[config.mk]
export PLATFORM = sky130hd
export DESIGN_NAME = sorted_priority_queue
export DESIGN_NICKNAME = d
export VERILOG_FILES = /design/src/sv/spq_pkg.sv /design/src/sv/spq_cell.sv /design/src/sv/sorted_priority_queue.sv
export SDC_FILE = /design/constraint.sdc
export NUM_CORES = 2
export LEC_CHECK = 0
export ABC_AREA = 1
export BUFFER_PORTS_ARGS = -buffer_cell sky130_fd_sc_hd__buf_2
export CELL_PAD_IN_SITES_DETAIL_PLACEMENT = 0
export CELL_PAD_IN_SITES_GLOBAL_PLACEMENT = 1
export CORE_MARGIN = 4
export CORE_UTILIZATION = 45
export DETAILED_ROUTE_END_ITERATION = 8
export GPL_ROUTABILITY_DRIVEN = 0
export PLACE_DENSITY_LB_ADDON = 0.3
export REMOVE_ABC_BUFFERS = 1
export SYNTH_ARGS = -nofsm -noshare
export SYNTH_HDL_FRONTEND = slang
export SYNTH_HIERARCHICAL = 1
export SYNTH_SLANG_ARGS = --single-unit
[constraint.sdc]
create_clock -name clk -period 7.8 [get_ports clk]
set_input_delay 0.39 -clock clk [delete_from_list [all_inputs] [get_ports clk]]
set_output_delay 0.39 -clock clk [all_outputs]
set_load 0.005 [all_outputs]
[src/sv/spq_pkg.sv]
// Shared types and codes for the sorted priority queue.
// Used by the cell, the top level and the checker; depends on nothing.
package spq_pkg;

    localparam int DATA_W = 32;
    localparam int OCC_W  = 5;

    localparam logic CMD_INSERT = 1'b0;
    localparam logic CMD_REMOVE = 1'b1;

    localparam logic [1:0] STATUS_DONE      = 2'd0;
    localparam logic [1:0] STATUS_UNDERFLOW = 2'd1;
    localparam logic [1:0] STATUS_OVERFLOW  = 2'd2;

    typedef struct packed {
        logic signed [DATA_W-1:0] value;
        logic signed [DATA_W-1:0] prio;
    } entry_t;

    typedef struct packed {
        logic do_insert;
        logic do_remove;
        logic occupied;
        logic at_tail;
    } cell_ctrl_t;

endpackage

[src/sv/spq_cell.sv]
// One slot of the sorted cell row: holds an entry and shifts it to a neighbor.
// Depends on spq_pkg.
module spq_cell (
    input  logic                clk,
    input  spq_pkg::cell_ctrl_t ctrl,
    input  spq_pkg::entry_t     new_entry,
    input  spq_pkg::entry_t     left_entry,
    input  logic                left_take,
    input  spq_pkg::entry_t     right_entry,
    output spq_pkg::entry_t     entry,
    output logic                take
);
    import spq_pkg::*;

    entry_t entry_reg;
    logic   greater;

    // A held entry with a strictly larger priority gives way to the new one,
    // which keeps equal priorities in arrival order.
    always_comb
    begin
        greater = entry_reg.prio > new_entry.prio;
        take    = ctrl.occupied ? greater : ctrl.at_tail;
    end

    always_ff @(posedge clk)
    begin
        if (ctrl.do_insert && take)
        begin
            entry_reg <= left_take ? left_entry : new_entry;
        end
        else if (ctrl.do_remove)
        begin
            entry_reg <= right_entry;
        end
    end

    assign entry = entry_reg;

endmodule

[src/sv/sorted_priority_queue.sv]
// Top level of the sorted priority queue: a row of spq_cell slots, the fill
// count and the result register. Depends on spq_pkg and spq_cell.
//
//   Channel | Handshake            | Payload
//   --------+----------------------+-----------------------------------------------
//   input   | in_valid / in_stall  | cmd, item_value, item_priority
//   output  | out_valid / out_stall| removed_value, removed_priority, status, occupancy
//
// For every command all cells compare their priority with the new one in
// parallel and shift left or right by one slot in the same edge, so a
// transfer can be taken in every cycle while the result register drains.
// The result of a command appears in the result register in the cycle after
// its transfer. A stalled result holds the input stalled as well.
// Reset clears the fill count and the result valid flag; slot contents are
// only ever read below the fill count and need no reset.
module sorted_priority_queue #(
    parameter int CAPACITY = 16
) (
    input  logic                              clk,
    input  logic                              rst_n,
    input  logic                              in_valid,
    output logic                              in_stall,
    input  logic                              cmd,
    input  logic signed [spq_pkg::DATA_W-1:0] item_value,
    input  logic signed [spq_pkg::DATA_W-1:0] item_priority,
    output logic                              out_valid,
    input  logic                              out_stall,
    output logic signed [spq_pkg::DATA_W-1:0] removed_value,
    output logic signed [spq_pkg::DATA_W-1:0] removed_priority,
    output logic [1:0]                        status,
    output logic [spq_pkg::OCC_W-1:0]         occupancy
);
    import spq_pkg::*;

    localparam int CW = $clog2(CAPACITY + 1);

    logic [CW-1:0] count_reg, count_next;
    logic          out_valid_reg;
    entry_t        removed_reg, removed_next;
    logic [1:0]    status_reg, status_next;
    logic [OCC_W-1:0] occupancy_reg;

    logic   accept;
    logic   full;
    logic   empty;
    logic   do_insert;
    logic   do_remove;
    entry_t new_entry;
    entry_t cell_entry [CAPACITY];
    logic   cell_take  [CAPACITY];

    // The input waits only while a finished result is still held back.
    assign in_stall  = out_valid_reg && out_stall;
    assign accept    = in_valid && !in_stall;
    assign full      = (count_reg == CW'(CAPACITY));
    assign empty     = (count_reg == '0);
    assign do_insert = accept && (cmd == CMD_INSERT) && !full;
    assign do_remove = accept && (cmd == CMD_REMOVE) && !empty;

    assign new_entry.value = item_value;
    assign new_entry.prio  = item_priority;

    // Each cell knows whether it holds an entry and whether it is the first
    // free slot; the first cell that takes receives the new entry and the
    // ones behind it take their left neighbor's entry.
    for (genvar i = 0; i < CAPACITY; i++)
    begin : g_cell
        cell_ctrl_t ctrl;
        entry_t     left_entry;
        logic       left_take;
        entry_t     right_entry;

        always_comb
        begin
            ctrl.do_insert = do_insert;
            ctrl.do_remove = do_remove;
            ctrl.occupied  = CW'(i) < count_reg;
            ctrl.at_tail   = CW'(i) == count_reg;
        end

        if (i == 0)
        begin : g_head
            assign left_entry = '0;
            assign left_take  = 1'b0;
        end
        else
        begin : g_body
            assign left_entry = cell_entry[i-1];
            assign left_take  = cell_take[i-1];
        end

        if (i == CAPACITY - 1)
        begin : g_last
            assign right_entry = '0;
        end
        else
        begin : g_inner
            assign right_entry = cell_entry[i+1];
        end

        spq_cell u_cell (
            .clk         (clk),
            .ctrl        (ctrl),
            .new_entry   (new_entry),
            .left_entry  (left_entry),
            .left_take   (left_take),
            .right_entry (right_entry),
            .entry       (cell_entry[i]),
            .take        (cell_take[i])
        );
    end

    always_comb
    begin
        count_next   = count_reg;
        removed_next = '0;
        status_next  = STATUS_DONE;
        case (cmd)
            CMD_INSERT:
            begin
                if (full)
                begin
                    status_next = STATUS_OVERFLOW;
                end
                else
                begin
                    count_next = count_reg + CW'(1);
                end
            end
            CMD_REMOVE:
            begin
                if (empty)
                begin
                    status_next = STATUS_UNDERFLOW;
                end
                else
                begin
                    removed_next = cell_entry[0];
                    count_next   = count_reg - CW'(1);
                end
            end
            default:
            begin
                status_next = STATUS_DONE;
            end
        endcase
    end

    always_ff @(posedge clk or negedge rst_n)
    begin
        if (!rst_n)
        begin
            count_reg     <= '0;
            out_valid_reg <= 1'b0;
        end
        else
        begin
            if (accept)
            begin
                count_reg     <= count_next;
                out_valid_reg <= 1'b1;
            end
            else if (!out_stall)
            begin
                out_valid_reg <= 1'b0;
            end
        end
    end

    always_ff @(posedge clk)
    begin
        if (accept)
        begin
            removed_reg   <= removed_next;
            status_reg    <= status_next;
            occupancy_reg <= OCC_W'(count_next);
        end
    end

    assign out_valid        = out_valid_reg;
    assign removed_value    = removed_reg.value;
    assign removed_priority = removed_reg.prio;
    assign status           = status_reg;
    assign occupancy        = occupancy_reg;

endmodule

==> results.txt <==
TritonCTS built the clock tree. The flow ran to the end, and the final reports show no timing, DRC or antenna violations. The share of total power dissipated in sequential elements is 0.367. The remaining antenna violation count is 0. For this configuration, the core starts out at a cell density of 0.455. The detailed-route wire length is between 200000 and 250000 um.

In the layout the commonest cells are sky130_fd_sc_hd__nand2_1 (2521), sky130_fd_sc_hd__edfxtp_1 (1095), sky130_fd_sc_hd__nand3_1 (1069). The number of flops mapped to enable cells by yosys came out at between 1000 and 1500. Once detailed placement completed, the half-perimeter wirelength came to around 140000 um.

The static leakage power came out at ~37 nW. The via count of the first global-routing pass was 57300. The share of the Yosys chip area taken by registers is 0.427. The power per unit of standard cell area is about 290 mW/mm^2.

The number of warnings printed during yosys synthesis came out at 6. After synthesis the cells add up to approximately 0.077 mm^2. The number of buffers on the longest clock path is 3.

The share of async-settable or async-resettable flops after synthesis came out at 0.00545. The die extent in y came out at about 420 um. STA classifies the critical path endpoint as a flop. The post-synthesis instance total is slightly below 9000. Leaving out fill and tap cells, the most frequent cell in the layout is sky130_fd_sc_hd__nand2_1. The core outline area is 0.170 mm^2. The net switching component of the power came out at ~0.0093 W. The total routing resource utilization after global routing came out at 0.218.

The DRC violations left came out at 0. The first TritonRoute pass finished after 6 iterations. The final clock skew came out at between 0.02 and 0.03 ns. Input and output buffers added on the ports amount to about 140. The combinational share of power is 0.384.

Compared with the post-synthesis result, the final layout area differs by 6.69%. The first global-routing pass estimated about 320000 um of wire. The final period utilization is 0.609. The number of H-tree branching levels came out at 4. The die footprint came out at 0.178 mm^2. For the pin with the worst max-slew slack, the measured transition is 1.14 ns. The number of antenna violations at the first check in global routing came out at 10. The share of total power dissipated in the clock network is 0.249.

The TritonCTS buffer count is roughly 140. Using the TritonRoute via totals, the vias-per-cell ratio works out to 5.30. The pin count of the biggest net entering global routing came out at about 200. The classification of the worst-slack hold path is input pin to flop. The tree is rooted in a sky130_fd_sc_hd__clkbuf_16. The placement row count came out at approximately 150. The ratio of cells with drive above 1 in the final layout came out at 0.184.

Setup violations remaining at the end of the flow were counted as 0. After the first detailed-routing iteration, the DRC count stood at about 6000. The hold violation count in the final report is 0.

After global routing the overflow that remains totals 0. The path type of the worst setup path is flop to flop. The via count is 59300. Counting distinct cell types in the post-synthesis netlist gives 33. Setup repair after global routing left no endpoint under its margin. The top achievable clock speed came out at roughly 210 MHz. The number of synthesized register bits came out at around 1100.

The critical path data required time is a little over 8 ns. The worst setup path is launched from a flop. The max-slew violation total from the final report came out at 0. The clock period minus final worst setup slack came out at 4.75 ns. Max-cap violations in this run came to 0.

At the worst endpoint, the arrival time is approximately 5.1 ns. The final layout net count came out at between 9000 and 10000. The total number of clock tree sinks is 1101.

The utilization after layout is 0.485. The clock-pin slew reported for the worst setup and hold paths after clock tree synthesis came out at about 0.06 ns. The worst pin sits at a relative slew slack of 0.240. The chip width is roughly 420 um.

The internal power of the cells totals ~0.015 W. Of the total power, the share spent switching nets is 0.389. The critical-path maximum fanout came out at between 90 and 100. The post-detailed-route wirelength per cell is 17.9 um. Dividing the synthesized area by the synthesized cell count gives 8.71 um^2. The worst IR drop on VDD is approximately 0.26 mV. The number of ports placed on the die boundary is ~140.

The sum of negative setup slack is 0 ns. The insertion delay of the later-clocked pin in the worst-skew pair came out at between 0.7 and 0.8 ns. The number of flip-flops under the largest register name came out at a little over 1000.

For this run, the leading register cell type out of synthesis is sky130_fd_sc_hd__edfxtp_1.
-- what timing repair did --
item	in CTS	in global routing
endpoints found under the hold margin	8	0
resized for setup	0	0
hold buffers	5	0
endpoints found under the setup margin	0	0
buffers inserted	0	0
-- worst max-delay path, stage by stage, from the launching register on --
cell	delay [ns]
sky130_fd_sc_hd__dfrtp_1	0.64
sky130_fd_sc_hd__inv_2	0.26
sky130_fd_sc_hd__ha_1	0.29
sky130_fd_sc_hd__nand2_1	0.07
sky130_fd_sc_hd__inv_1	0.06
sky130_fd_sc_hd__nand2_2	0.14
sky130_fd_sc_hd__nand2_1	0.19
sky130_fd_sc_hd__nor2_4	0.57
sky130_fd_sc_hd__buf_12	0.49
sky130_fd_sc_hd__buf_4	0.47
sky130_fd_sc_hd__nand2_4	0.19
sky130_fd_sc_hd__nand2_4	0.75
-- synth_stat cells (4+ instances only) --
master | count | share of area
sky130_fd_sc_hd__nand2_1 | 2537 | 0.12
sky130_fd_sc_hd__edfxtp_1 | 1095 | 0.43
sky130_fd_sc_hd__nand3_1 | 1069 | 0.069
sky130_fd_sc_hd__inv_1 | 766 | 0.037
sky130_fd_sc_hd__nand2_2 | 681 | 0.055
sky130_fd_sc_hd__o21ai_0 | 535 | 0.035
sky130_fd_sc_hd__mux2_2 | 528 | 0.077
sky130_fd_sc_hd__ha_1 | 517 | 0.084
sky130_fd_sc_hd__nor2_1 | 226 | 0.011
sky130_fd_sc_hd__a21oi_1 | 224 | 0.015
sky130_fd_sc_hd__clkbuf_1 | 215 | 0.010
sky130_fd_sc_hd__buf_4 | 92 | 0.0089
sky130_fd_sc_hd__buf_12 | 78 | 0.020
sky130_fd_sc_hd__buf_2 | 49 | 0.0032
sky130_fd_sc_hd__buf_1 | 41 | 0.0020
sky130_fd_sc_hd__nand4_1 | 34 | 0.0028
sky130_fd_sc_hd__a21o_1 | 32 | 0.0031
sky130_fd_sc_hd__o21a_1 | 32 | 0.0031
sky130_fd_sc_hd__buf_6 | 30 | 0.0044
sky130_fd_sc_hd__nor2_2 | 18 | 0.0015
sky130_fd_sc_hd__o21ai_1 | 18 | 0.0012
sky130_fd_sc_hd__nand3_2 | 16 | 0.0021
sky130_fd_sc_hd__a41oi_1 | 13 | 0.0015
sky130_fd_sc_hd__nor3b_2 | 13 | 0.0021
sky130_fd_sc_hd__dfrtp_1 | 6 | 0.0019
sky130_fd_sc_hd__nor3_1 | 4 | 0.00026
-- final cells by class --
class                      count  area [um^2]
inverter                     767         2880
multi-input combinational   6634        38400
fill                       16300        87600
sequential                  1101        33000
tap                         2218         2780
antenna                        6         15.0
clock buffer                 181         3690
timing repair buffer         206         1270
clock inverter                61          442
-- power groups by stage --
| stage | registers (W) | clock network [W] | logic [W] |
|---|---|---|---|
| floorplan | 0.00868 | 0 | 0.00717 |
| global placement | 0.00887 | 0 | 0.00902 |
| detailed placement | 0.00890 | 0 | 0.00908 |
| CTS | 0.00879 | 0.00614 | 0.00918 |
| global route | 0.00890 | 0.00638 | 0.0103 |
| finish | 0.00880 | 0.00597 | 0.00919 |
-- metal layers --
layer / global-route usage / share of wire / vias to the layer above
li1: - / - / 29700
met1: 0.338 / 0.51 / 27600
met2: 0.319 / 0.41 / 1728
met3: 0.0287 / 0.061 / 225
met4: 0.0521 / 0.020 / 8
met5: 0 / 0.00017 / -
-- worst paths after layout --
check | start | to | slack, ns | depth (start not counted)
min | item_priority[19] | g_cell[2].u_cell/entry[19] | 0.24 | 5
min reg2reg | g_cell[15].u_cell/entry[37] | g_cell[14].u_cell/entry[37] | 0.52 | 2
max | count_reg[0] | g_cell[0].u_cell/entry[8] | 3.05 | 11
min in group asynchronous | rst_n | count_reg[1] | 0.67 | 3
max reg2reg | count_reg[0] | g_cell[0].u_cell/entry[8] | 3.05 | 11
max in group asynchronous | rst_n | count_reg[3] | 6.82 | 3
-- metrics by stage --
step	cell area (um^2)	instances	total power, W	hold slack, ns	worst slack [ns]
3_5_place_dp	78300	10900	0.0180	0.267	3.01
2_1_floorplan	74000	8502	0.0159	0.0944	-45.46
6_report	82500	11200	0.0240	0.243	3.05
3_3_place_gp	78300	10900	0.0179	0.260	3.05
4_1_cts	82500	11200	0.0241	0.158	3.02
5_1_grt	82500	11200	0.0256	0.253	2.88
-- cell families (layout without fill, tap and decap cells) --
logic type               count (synthesis)  after routing  synth area share
buffers and inverters                 1273           1215            0.0865
multiplexers                           528            528            0.0769
flip-flops                            1101           1101             0.427
adder cells (fa/ha/maj)                517            517            0.0837
AND/OR/NAND/NOR                       4600           4600             0.267
AO/OA/AOI/OAI                          855            855            0.0581
other                                    1            139         0.0000485
XOR/XNOR                                 1              1          0.000113
Power figures use the tool's default switching activity.
